$ cat src/sv/ola_pkg.sv
// Shared types, register indexes and saturation helper for the overlap-add block.
`timescale 1ns / 1ps
package ola_pkg;

  // Configuration port
  localparam int CFG_W     = 11;
  localparam int CFG_IDX_W = 2;
  localparam int NCH_W     = 3;

  localparam logic [CFG_IDX_W-1:0] REG_FRAME_LEN    = 2'd0;
  localparam logic [CFG_IDX_W-1:0] REG_HOP_RATIO    = 2'd1;
  localparam logic [CFG_IDX_W-1:0] REG_NUM_CHANNELS = 2'd2;

  localparam logic [CFG_W-1:0] FRAME_LEN_RST    = 11'd512;
  localparam logic [CFG_W-1:0] HOP_RATIO_RST    = 11'd2;
  localparam logic [NCH_W-1:0] NUM_CHANNELS_RST = 3'd1;

  // Payload widths
  localparam int IN_W  = 16;
  localparam int OUT_W = 24;
  localparam int OCH_W = 2;

  localparam logic signed [OUT_W-1:0] SAT_MAX = 24'sh7FFFFF;
  localparam logic signed [OUT_W-1:0] SAT_MIN = 24'sh800000;

  // Control handed from the sequencer to the datapath
  typedef struct packed {
    logic running;  // geometry valid, store cleared
    logic restart;  // register write: rewind block position
    logic clr_we;   // clearing pass writes zero this cycle
  } ctl_t;

  // Clamp a 25-bit sum to the 24-bit signed range
  function automatic logic signed [OUT_W-1:0] sat24(input logic signed [OUT_W:0] v);
    logic signed [OUT_W-1:0] r;
    if (v > $signed({SAT_MAX[OUT_W-1], SAT_MAX})) r = SAT_MAX;
    else if (v < $signed({SAT_MIN[OUT_W-1], SAT_MIN})) r = SAT_MIN;
    else r = v[OUT_W-1:0];
    return r;
  endfunction

endpackage

$ cat src/sv/ola_div.sv
// Restoring divider, one quotient bit per cycle, for the hop geometry.
`timescale 1ns / 1ps
module ola_div #(
  parameter int W = 11
) (
  input  logic         clk,
  input  logic         rst_n,
  input  logic         start,
  input  logic [W-1:0] dividend,
  input  logic [W-1:0] divisor,
  output logic         done,
  output logic [W-1:0] quotient,
  output logic [W-1:0] remainder
);

  localparam int CNT_W = $clog2(W + 1);

  logic             busy_r, busy_nxt;
  logic             done_r, done_nxt;
  logic [CNT_W-1:0] cnt_r, cnt_nxt;
  logic [W-1:0]     rem_r, rem_nxt;
  logic [W-1:0]     quo_r, quo_nxt;
  logic [W-1:0]     div_r, div_nxt;
  logic [W:0]       shifted;
  logic [W:0]       diff;
  logic             fits;

  // Shift in the next dividend bit and trial-subtract
  assign shifted = {rem_r, quo_r[W-1]};
  assign diff    = shifted - {1'b0, div_r};
  assign fits    = shifted >= {1'b0, div_r};

  always_comb begin
    busy_nxt = busy_r;
    done_nxt = 1'b0;
    cnt_nxt  = cnt_r;
    rem_nxt  = rem_r;
    quo_nxt  = quo_r;
    div_nxt  = div_r;
    if (start) begin
      busy_nxt = 1'b1;
      cnt_nxt  = '0;
      rem_nxt  = '0;
      quo_nxt  = dividend;
      div_nxt  = divisor;
    end else if (busy_r) begin
      rem_nxt = fits ? diff[W-1:0] : shifted[W-1:0];
      quo_nxt = {quo_r[W-2:0], fits};
      cnt_nxt = cnt_r + CNT_W'(1);
      if (cnt_r == CNT_W'(W - 1)) begin
        busy_nxt = 1'b0;
        done_nxt = 1'b1;
      end
    end
  end

  always_ff @(posedge clk) begin
    if (!rst_n) begin
      busy_r <= 1'b0;
      done_r <= 1'b0;
      cnt_r  <= '0;
    end else begin
      busy_r <= busy_nxt;
      done_r <= done_nxt;
      cnt_r  <= cnt_nxt;
    end
  end

  always_ff @(posedge clk) begin
    rem_r <= rem_nxt;
    quo_r <= quo_nxt;
    div_r <= div_nxt;
  end

  assign done      = done_r;
  assign quotient  = quo_r;
  assign remainder = rem_r;

endmodule

$ cat src/sv/ola_ctrl.sv
// Configuration registers, store clearing pass and hop geometry sequencer.
`timescale 1ns / 1ps
module ola_ctrl
  import ola_pkg::*;
#(
  parameter int MAX_FRAME    = 1024,
  parameter int MAX_CHANNELS = 4
) (
  input  logic                                     clk,
  input  logic                                     rst_n,
  input  logic                                     cfg_we,
  input  logic [CFG_IDX_W-1:0]                     cfg_index,
  input  logic [CFG_W-1:0]                         cfg_data,
  output ctl_t                                     ctl,
  output logic [$clog2(MAX_CHANNELS*MAX_FRAME)-1:0] clr_addr,
  output logic [$clog2(MAX_FRAME+1)-1:0]           n_eff,
  output logic [$clog2(MAX_CHANNELS+1)-1:0]        c_eff,
  output logic [$clog2(MAX_FRAME+1)-1:0]           hop,
  output logic [$clog2(MAX_FRAME+1)-1:0]           len,
  output logic [$clog2(MAX_FRAME+1)-1:0]           hopmod
);

  localparam int FW    = $clog2(MAX_FRAME + 1);
  localparam int CCW   = $clog2(MAX_CHANNELS + 1);
  localparam int DEPTH = MAX_CHANNELS * MAX_FRAME;
  localparam int AW    = $clog2(DEPTH);
  localparam int DIVW  = (FW > CFG_W) ? FW : CFG_W;

  typedef enum logic [5:0] {
    S_CLEAR    = 6'b000001,
    S_HOP_GO   = 6'b000010,
    S_HOP_WAIT = 6'b000100,
    S_MOD_GO   = 6'b001000,
    S_MOD_WAIT = 6'b010000,
    S_RUN      = 6'b100000
  } state_t;

  state_t            state_r, state_nxt;
  logic [AW-1:0]     clr_cnt_r, clr_cnt_nxt;
  logic [CFG_W-1:0]  frame_len_r, frame_len_nxt;
  logic [CFG_W-1:0]  hop_ratio_r, hop_ratio_nxt;
  logic [NCH_W-1:0]  num_ch_r, num_ch_nxt;
  logic [FW-1:0]     hop_r, hop_nxt;
  logic [FW-1:0]     len_r, len_nxt;
  logic [FW-1:0]     hopmod_r, hopmod_nxt;
  logic              cfg_hit;
  logic [CFG_W-1:0]  r_eff;
  logic              div_start;
  logic [DIVW-1:0]   div_a, div_b, div_q, div_rem;
  logic              div_done;

  // Decode register writes
  always_comb begin
    cfg_hit       = 1'b0;
    frame_len_nxt = frame_len_r;
    hop_ratio_nxt = hop_ratio_r;
    num_ch_nxt    = num_ch_r;
    if (cfg_we) begin
      unique case (cfg_index)
        REG_FRAME_LEN: begin
          cfg_hit       = 1'b1;
          frame_len_nxt = cfg_data;
        end
        REG_HOP_RATIO: begin
          cfg_hit       = 1'b1;
          hop_ratio_nxt = cfg_data;
        end
        REG_NUM_CHANNELS: begin
          cfg_hit    = 1'b1;
          num_ch_nxt = cfg_data[NCH_W-1:0];
        end
        default: begin
          cfg_hit = 1'b0;
        end
      endcase
    end
  end

  // Clamp register values to their working ranges
  always_comb begin
    if (frame_len_r == '0) n_eff = FW'(1);
    else if (32'(frame_len_r) > 32'(MAX_FRAME)) n_eff = FW'(MAX_FRAME);
    else n_eff = FW'(frame_len_r);

    if (num_ch_r == '0) c_eff = CCW'(1);
    else if (32'(num_ch_r) > 32'(MAX_CHANNELS)) c_eff = CCW'(MAX_CHANNELS);
    else c_eff = CCW'(num_ch_r);

    r_eff = (hop_ratio_r == '0) ? CFG_W'(1) : hop_ratio_r;
  end

  // Sequence: clear the store, then hop = n / r, then hop mod len
  always_comb begin
    state_nxt   = state_r;
    clr_cnt_nxt = clr_cnt_r;
    hop_nxt     = hop_r;
    len_nxt     = len_r;
    hopmod_nxt  = hopmod_r;
    unique case (state_r)
      S_CLEAR: begin
        clr_cnt_nxt = clr_cnt_r + AW'(1);
        if (clr_cnt_r == AW'(DEPTH - 1)) state_nxt = S_HOP_GO;
      end
      S_HOP_GO: begin
        state_nxt = S_HOP_WAIT;
      end
      S_HOP_WAIT: begin
        if (div_done) begin
          hop_nxt   = FW'(div_q);
          len_nxt   = n_eff - FW'(div_q);
          state_nxt = S_MOD_GO;
        end
      end
      S_MOD_GO: begin
        state_nxt = S_MOD_WAIT;
      end
      S_MOD_WAIT: begin
        if (div_done) begin
          hopmod_nxt = FW'(div_rem);
          state_nxt  = S_RUN;
        end
      end
      S_RUN: begin
        state_nxt = S_RUN;
      end
      default: begin
        state_nxt = S_CLEAR;
      end
    endcase
    // A register write reworks the geometry; the clearing pass runs on
    if (cfg_hit && state_r != S_CLEAR) state_nxt = S_HOP_GO;
  end

  assign div_start = (state_r == S_HOP_GO) || (state_r == S_MOD_GO);
  assign div_a     = (state_r == S_MOD_GO) ? DIVW'(hop_r) : DIVW'(n_eff);
  assign div_b     = (state_r == S_MOD_GO) ? DIVW'(len_r) : DIVW'(r_eff);

  ola_div #(
    .W (DIVW)
  ) u_div (
    .clk       (clk),
    .rst_n     (rst_n),
    .start     (div_start),
    .dividend  (div_a),
    .divisor   (div_b),
    .done      (div_done),
    .quotient  (div_q),
    .remainder (div_rem)
  );

  always_ff @(posedge clk) begin
    if (!rst_n) begin
      state_r     <= S_CLEAR;
      clr_cnt_r   <= '0;
      frame_len_r <= FRAME_LEN_RST;
      hop_ratio_r <= HOP_RATIO_RST;
      num_ch_r    <= NUM_CHANNELS_RST;
    end else begin
      state_r     <= state_nxt;
      clr_cnt_r   <= clr_cnt_nxt;
      frame_len_r <= frame_len_nxt;
      hop_ratio_r <= hop_ratio_nxt;
      num_ch_r    <= num_ch_nxt;
    end
  end

  always_ff @(posedge clk) begin
    hop_r    <= hop_nxt;
    len_r    <= len_nxt;
    hopmod_r <= hopmod_nxt;
  end

  assign ctl.running = (state_r == S_RUN);
  assign ctl.restart = cfg_hit;
  assign ctl.clr_we  = (state_r == S_CLEAR);
  assign clr_addr    = clr_cnt_r;
  assign hop         = hop_r;
  assign len         = len_r;
  assign hopmod      = hopmod_r;

endmodule

$ cat config.mk
export PLATFORM = sky130hd
export DESIGN_NAME = ola_ctrl
export DESIGN_NICKNAME = d
export VERILOG_FILES = /design/src/sv/ola_pkg.sv /design/src/sv/ola_div.sv /design/src/sv/ola_ctrl.sv
export SDC_FILE = /design/constraint.sdc
export NUM_CORES = 1
export LEC_CHECK = 0
export BUFFER_PORTS_ARGS = -buffer_cell sky130_fd_sc_hd__buf_2
export CORE_UTILIZATION = 50
export CTS_CLUSTER_SIZE = 8
export DETAILED_ROUTE_END_ITERATION = 6
export PLACE_DENSITY = 0.7
export SLEW_MARGIN = 20
export SYNTH_ARGS = -nofsm -noshare
export SYNTH_HDL_FRONTEND = slang
export SYNTH_SLANG_ARGS = --single-unit
$ cat constraint.sdc
create_clock -name clk -period 5.3 [get_ports clk]
set_input_delay 0 -clock clk [delete_from_list [all_inputs] [get_ports clk]]
set_output_delay 0 -clock clk [all_outputs]
set_load 0.1 [all_outputs]
---- Word level (Yosys, flattened, before mapping) ----
Cells that the tools add are included.
cells by class
  bitwise logic cells ..................... 2
  magnitude comparators ................... 3
  reductions and logical operators ........ 18
  equal/unequal tests ..................... 17
  $add $sub $neg .......................... 4
  muxes and demuxes ....................... 21
operators with widths
  kind                     number
  $mux W11                 8
  $pmux W6 S6              1
  $logic_not A11 Y1        2
  $sub A11 B11 Y11         2
  $mux W6                  3
  $add A12 B1 Y12 const B  1
  $eq A12 B12 Y1 const B   1
  $ge A12 B11 Y1           1
  $gt A11 B11 Y1 const B   1
  $reduce_and A2 Y1        5
  $eq A6 B1 Y1 const B     1
  $eq A6 B2 Y1 const B     1
  $eq A6 B3 Y1 const B     1
  $eq A6 B4 Y1 const B     1
  $eq A6 B5 Y1 const B     1
  $eq A6 B6 Y1 const B     1
  $mux W1                  6
  $mux W3                  2
  $ne A2 B1 Y1 const B     3
  $ne A3 B2 Y1 const B     2
  $ne A6 B1 Y1 const B     1
  $reduce_and A3 Y1        2
  $reduce_or A3 Y1         2
  $add A4 B1 Y4 const B    1
  13 further kinds         15
word-level totals
  flip-flop bits (word level) ............. 115
  logic and storage cells ................. 80
  input bits .............................. 16

---- Depth between registers and ports, before layout ----
Gate-level depths: netlist of the first run.
  word-level depth ........................ 7
  mapped depth ............................ 13
  mapped depth without buffers ............ 13

---- Hierarchy ----
A second synthesis of the first run with hierarchy kept.
unflattened totals
  cell total of the unflattened synthesis .. 550
  area, all modules ....................... 5,901.9 um2
modules (own cells, without submodules)
  module    times used  cells each  area an instance (um2)
  ola_ctrl  1           353         3,762.4
  ola_div   1           197         2,139.6

---- Worst setup path before layout of the first run ----
Ideal clock, no wire load.
  path type ............................... register to register
  start point ............................. register frame_len_r[4]
  end point ............................... register len_r[10] (netlist: len[10]) (data pin)
  cell stages (with the launch flop) ...... 14
  arrival ................................. 3.743 ns
  setup slack ............................. 1.298 ns
  path through ............................ dfxtp_1 > nor4_1 > nand3_1 > a21oi_1 > inv_1 > ha_1 > inv_1 > fa_1 > a21oi_1 > o21ai_0 > a2111oi_0 > o31ai_1 > a21oi_1 > xnor2_1
between the ends
  cells in the longest elaborated chain, start to end .. 4
ends and longest elaborated chain
  what                      RTL line         text
  start: declaration        ola_ctrl.sv:40   logic [CFG_W-1:0] frame_len_r, frame_len_nxt;
  start signal: assignment  ola_ctrl.sv:161  frame_len_r <= frame_len_nxt;
  $gt A11 B11 Y1            ola_ctrl.sv:82   else if (32'(frame_len_r) > 32'(MAX_FRAME)) n_eff = FW'(MAX_FRAME);
  $mux W11                  ola_ctrl.sv:82
  $mux W11 (*)              ola_ctrl.sv:81   if (frame_len_r == '0) n_eff = FW'(1);
  named net n_eff[0]        ola_ctrl.sv:16   output logic [$clog2(MAX_FRAME+1)-1:0] n_eff,
  $sub A11 B11 Y11 (*)      ola_ctrl.sv:110  len_nxt = n_eff - FW'(div_q);
  end signal: assignment    ola_ctrl.sv:169  len_r <= len_nxt;
  end: declaration          ola_ctrl.sv:44   logic [FW-1:0] len_r, len_nxt;
Mark *: on every way through the listed nets, which the timed path passes. The rest lies on a longest branch.
A chain may end at the register's enable or synchronous reset.

---- Final worst setup path of the first run ----
  start point ............................. register frame_len_r[10]
  end point ............................... register len_r[10] (netlist: len[10]) (data pin)
between the ends
  cells in the longest elaborated chain, start to end .. 4
ends and longest elaborated chain
  what                  RTL line
  $gt A11 B11 Y1        ola_ctrl.sv:82
  $mux W11              ola_ctrl.sv:82
  $mux W11 (*)          ola_ctrl.sv:81
  $sub A11 B11 Y11 (*)  ola_ctrl.sv:110
Every way passes the cells marked *; elsewhere a longest branch is shown, timed or not.

==> impl_metrics.toml, run 1 <==
[status]
outcome = "complete, no violations"

[worst_setup_path]
critPathMaxFanout = 13
worst_path_most_repeated_cell = "a21oi_1"
critPathRequiredTime_ns = 5.45
cp_cell_sequence = "a21oi_1, inv_1, ha_1, inv_1, fa_1, a21oi_1, o21ai_0, a2111oi_0, o31ai_1, a21oi_1, xnor2_1"
critPathArrivalTime_ns = 3.30
start_kind = "flop"
cpPeakStageDelay_ns = 0.64
slowest_stage = "dfxtp_1"
cp_top_family = "compound AO/OA/AOI/OAI gates"
critical_path_buf_inv_count = 2
setup.worst_path.end_class = "flop"
crit_type = "flop to flop"

[timing]
hold_viol = 0
period_minus_slack_ns = 3.14
drv_slew = 0
relSlewSlack_pct = 31.6
rsz0062_at_grt = "false"
max_clock_freq_mhz = 318
worst_pin_slew_ns = 1.02
clock_skew_ns = 0.00897
tns_ns = 0
fin_crit_sh_pct = 59.3
fin_hold_ws_ns = 0.0540
fin_ws_ns = 2.16
setup_viol = 0

[placed_design]
place.gp.congestion = 0.926
portBuffers = 77
dpl.hpwl_um = 9640
place_ws_ns = 2.26

[synth]
netlist_area_sq_um = 5830
synth_flop_cell = "dfxtp_1"
synth_xor_area_share_pct = 4.36
syn_avg_cell_area_sq_um = 10.1
synthCells = 578
muxShareOfSynthArea_pct = 5.50
synth_adder_area_share_pct = 5.84
synthSimpleGateAreaFrac_pct = 19.5
synth_edf_count = 55
synth-compound-area-share_pct = 10.8
ys_ff_latch = 115
synth_cell_types = 64
async_reset_ff_share_pct = 0
ys_warn_count = 0
syn-num-nets = 620
synth_top_family_by_area = "simple AND/OR/NAND/NOR gates"
yosysSeqAreaShare_pct = 49.0

[pwr]
powerDensity_nw_per_um2 = 446
leakage_nw = 2.98
ir_drop_v = 0.000239
fin_total_pwr_mw = 3.12

[drt]
drt-initial-drc-count = 321
drtPass1Iterations = 5
drc = 0
vias = 4576
wl_per_cell_um = 16.8
drt-total-wl_um = 13700
ant_nets = 0
vias_per_cell = 5.59

[clock_network]
cts_buffers = 17
cts_root_buffer = "clkbuf_16"
post_cts.repair.setup_buffers = 0
clockBufferDepth = 2
clk_pin_slew_ns = 0.06
worstSkewPairLatency_ns = 0.41
cts.repair.resized = 0
clkSinkCount = 115
cts_max_level = 4
tritoncts = "yes"

[finish]
drive_gt1_share_pct = 18.8
diodes = 0
nets = 704
final_util_pct = 61.6
areaGrowthSynthToFinish_pct = 20.2

[floorplanning]
rows = 39
ios = 78
core_area_sq_um = 11400
die_h_um = 110
die_x_um = 110
dieArea_sq_um = 12100
start_util_pct = 51.2

[min_path]
hold_path.class = "input pin to flop"

[grt]
grt_pass1_vias = 4334
grt_first_pass_wirelength_um = 21900
grt_max_degree = 44
antenna_found_initial = 0
grt_overflow = 0
grt_usage_pct = 24.3

[run]
cap_violations = 0
layout make-up:
type	instances	area (sq um)
inverters	42	158
repair buffers	92	526
clock buffers	18	429
well taps	143	179
flip-flops and latches	115	2850
fillers	938	4370
multi-input cells	394	2700
clock inverters	14	158
sequential cells by signal, indices dropped and copies added, names as in the netlist:
name,cells
u_div.done,1
hop,11
u_div.quotient,11
u_div.cnt_r,4
u_div.remainder,11
hopmod,11
state_r,6
u_div.busy_r,1
u_div.div_r,11
hop_ratio_r,11
clr_addr,12
len,11
num_ch_r,3
frame_len_r,11
worst register-to-register path, cell delays in order, from the launching register on:
cell and delay, ns:
dfxtp_1 0.64, a21oi_1 0.18, inv_1 0.10, ha_1 0.19
inv_1 0.06, fa_1 0.39, a21oi_1 0.19, o21ai_0 0.13
a2111oi_0 0.57, o31ai_1 0.15, a21oi_1 0.20, xnor2_1 0.08
per-layer routing:
layer  vias to the layer above  routed length (um)  global-route usage [%]
li1                       2217                   -                       -
met4                         0                 301                    10.1
met5                         -                   0                       0
met3                        25                 823                    5.51
met2                       163                6640                    39.9
met1                      2171                5970                    30.9
cells in the final DEF, fill, tap and decap left out, drive strengths merged, types with 18 or more instances in the layout:
cell type   n
xnor2      19
inv        42
ha         24
mux2i      32
nor2b      36
a21oi      27
buf        81
clkbuf     18
nand2      62
nor2       38
edfxtp     55
dfxtp      60
o21ai      23
cell usage after synthesis (3+ instances only):
cell type | n | area share, %
nand4_1 | 6 | 0.64
xor2_1 | 10 | 1.5
clkbuf_1 | 16 | 1.0
nor4_1 | 5 | 0.54
inv_1 | 39 | 2.5
nand2b_1 | 5 | 0.54
a2111oi_0 | 3 | 0.45
a21boi_0 | 5 | 0.64
buf_2 | 3 | 0.26
nor2b_1 | 36 | 3.9
ha_1 | 24 | 5.2
nor3b_1 | 5 | 0.64
nand2_1 | 62 | 4.0
o21ai_0 | 23 | 2.0
a22oi_1 | 4 | 0.52
a211oi_1 | 3 | 0.39
a21oi_1 | 27 | 2.3
a222oi_1 | 7 | 1.2
mux2i_1 | 32 | 5.5
o211ai_1 | 4 | 0.52
xnor2_1 | 19 | 2.9
nor3_1 | 10 | 0.86
buf_4 | 3 | 0.39
nand3b_1 | 6 | 0.77
edfxtp_1 | 55 | 28
and2_1 | 12 | 1.3
dfxtp_1 | 60 | 21
nor2_1 | 37 | 2.4
nand3_1 | 10 | 0.86
o31ai_1 | 3 | 0.39
logic make-up (layout without fill, tap and decap cells):
kind of cell,count (synthesis),after routing
AND/OR/NAND/NOR,212,212
flip-flops,115,115
AO/OA/AOI/OAI,95,95
buffers and inverters,69,166
multiplexers,32,32
XOR/XNOR,29,29
adder cells (fa/ha/maj),26,26
stage by stage:
stage               instances  cell area [sq um]
detailed placement        775               6300
floorplan                 578               5830
global route              818               7000
finish                    818               7000
CTS                       818               7000
global placement          775               6300
power breakdown:
part / total [mW] / switching (mW) / internal, mW
registers: 1.13 / 0.103 / 1.03
logic: 0.870 / 0.547 / 0.324
clock network: 1.12 / 0.422 / 0.696
path summary, 6_finish.rpt:
check | from | to | slack (ns) | cells past startpoint
hold / removal | rst_n | num_ch_r[0] | 0.05 | 2
setup reg to reg | frame_len_r[10] | len[10] | 2.16 | 11
hold reg to reg | u_div.quotient[9] | hop[9] | 0.45 | 0
setup / recovery | frame_len_r[10] | len[10] | 2.16 | 11
what timing repair did:
action                                  CTS  global route
hold buffers                             11             0
endpoints found under the setup margin    0             0
hold endpoints to repair                 25             0
Note: power is estimated with default switching activity, not from simulation.
==> inputs of run 2 (changes only) <==
==> constraint.sdc (replaced) <==
create_clock -name clk -period 2.9 [get_ports clk]
set_input_delay 0 -clock clk [delete_from_list [all_inputs] [get_ports clk]]
set_output_delay 0 -clock clk [all_outputs]
set_load 0.1 [all_outputs]
==> impl_metrics.toml, run 2 (synthesis gave the netlist of run 1 again) <==
[finish]
final_common_cell = "buf_2"
final_util_pct = 63.6
multiInputGateArea_sq_um = 2760
largest_register_ffs = 12
drive_gt1_share_pct = 22.3
stdcell_area_sq_um = 7230
nets = 720
register_area_sq_um = 2850
areaGrowthSynthToFinish_pct = 24.0
diodes = 0
num-fill-cells = 936
fin_cells = 834
final_cell_mix = "buf_2 (77), nand2_1 (62), dfxtp_1 (60)"

[pwr]
p_seq_share_pct = 34.9
clkPwrFrac_pct = 37.4
p_int_mw = 3.99
fin_total_pwr_mw = 5.90
pwr-share-comb_pct = 27.7
leakage_nw = 3.11
swShare_pct = 32.4
p_sw_mw = 1.91
ir_drop_v = 0.000464
powerDensity_nw_per_um2 = 816

[floorplanning]
rows = 39
core_area_sq_um = 11400
dieArea_sq_um = 12100
start_util_pct = 51.2
ios = 78
die_x_um = 110
die_h_um = 110

[timing]
setup_viol = 0
hold_viol = 0
max_clock_freq_mhz = 369
relSlewSlack_pct = 51.9
tns_ns = 0
worst_pin_slew_ns = 0.719
drv_slew = 0
fin_crit_sh_pct = 93.4
rsz0062_at_grt = "false"
clock_skew_ns = 0.00684
period_minus_slack_ns = 2.71

[placed_design]
place.gp.congestion = 0.860
place_area_sq_um = 6470
dpl.hpwl_um = 9600
dp_cells = 791
portBuffers = 77

[worst_setup_path]
start_kind = "flop"
setup.worst_path.end_class = "flop"
crit_type = "flop to flop"
critPathArrivalTime_ns = 2.87
reg2reg_to = "len[10]"
cp-endpoint = "len[10]"
rrSetupSlack_ns = 0.19
timing.rr.start = "frame_len_r[5]"
crit_start = "frame_len_r[5]"
critPathRequiredTime_ns = 3.06
r2r_cells = 13
critPathMaxFanout = 2

[drt]
vias = 4591
drc = 0
wl_per_cell_um = 16.4
drt-total-wl_um = 13700
drt-initial-drc-count = 265
vias_per_cell = 5.50
ant_nets = 0
drtPass1Iterations = 5

[clock_network]
cts_buffers = 17
worstSkewPairLatency_ns = 0.41
post_cts.repair.setup_buffers = 0
clk_pin_slew_ns = 0.05
cts_max_level = 4
clockBufferDepth = 2
tritoncts = "yes"
clkSinkCount = 115
cts_root_buffer = "clkbuf_16"

[grt]
grt_overflow = 0
grt_pass1_vias = 4509
grt_usage_pct = 24.8
antenna_found_initial = 0
grt_max_degree = 44
grt_first_pass_wirelength_um = 22100

[min_path]
hold_path.class = "input pin to flop"

[run]
cap_violations = 0

[status]
outcome = "complete, no violations"
## run 2: how the worst min path moves through the flow
stage,from,to,slack [ns],cells past startpoint
2_1_floorplan,cfg_data[1],hop_ratio_r[1],0.13,2
3_3_place_gp,cfg_data[9],frame_len_r[9],0.27,3
3_5_place_dp,cfg_data[9],frame_len_r[9],0.28,3
4_1_cts,rst_n,hop_ratio_r[1],0.04,2
5_1_grt,rst_n,frame_len_r[9],0.09,2
6_report,rst_n,hop_ratio_r[1],0.05,2
## run 2: power by group through the flow
stage	Clock, mW	Combinational (mW)	Sequential [mW]
6_report	2.20	1.63	2.06
5_1_grt	2.31	1.80	2.09
4_1_cts	2.23	1.63	2.06
3_5_place_dp	0	1.60	2.09
3_3_place_gp	0	1.55	2.08
2_1_floorplan	0	1.24	2.11
## run 2: final cells by class
cell class / instances / area share (%)
clock buffer: 23 / 7.05
clock inverter: 9 / 1.68
inverter: 42 / 2.18
multi-input combinational: 394 / 38.2
sequential: 115 / 39.5
tap: 143 / 2.48
timing repair buffer: 108 / 8.94
## run 2: routing by layer
layer  vias up  routed length (um)  track usage, %
li1       2241                   -               -
met1      2166                5740            29.5
met2       154                6630            40.9
met3        30                 895            7.05
met4         0                 430            12.7
met5         -                   0               0
## run 2: critical path, cell delays in order (launching register included)
cell	delay (ns)
dfxtp_1	0.37
nor4_2	0.07
nand3_1	0.16
a21oi_4	0.08
inv_1	0.07
ha_1	0.17
inv_1	0.06
fa_1	0.39
a21oi_1	0.20
o21ai_1	0.13
a2111oi_2	0.39
o31ai_1	0.12
a21oi_1	0.18
xnor2_1	0.08
## run 2: per-stage QoR
stage	hold slack, ns	setup slack [ns]
after floorplan	0.125	-0.132
after global placement	0.267	0.146
after detailed placement	0.278	0.0821
after CTS	0.0398	0.0882
after global routing	0.0928	0.00592
final	0.0483	0.190
## run 2: what timing repair did
item | 4_1_cts | 5_1_grt
endpoints found under the hold margin | 25 | 0
setup endpoints to repair | 1 | 1
resized for setup | 1 | 4
hold buffers | 11 | 0
pin swaps | 0 | 0
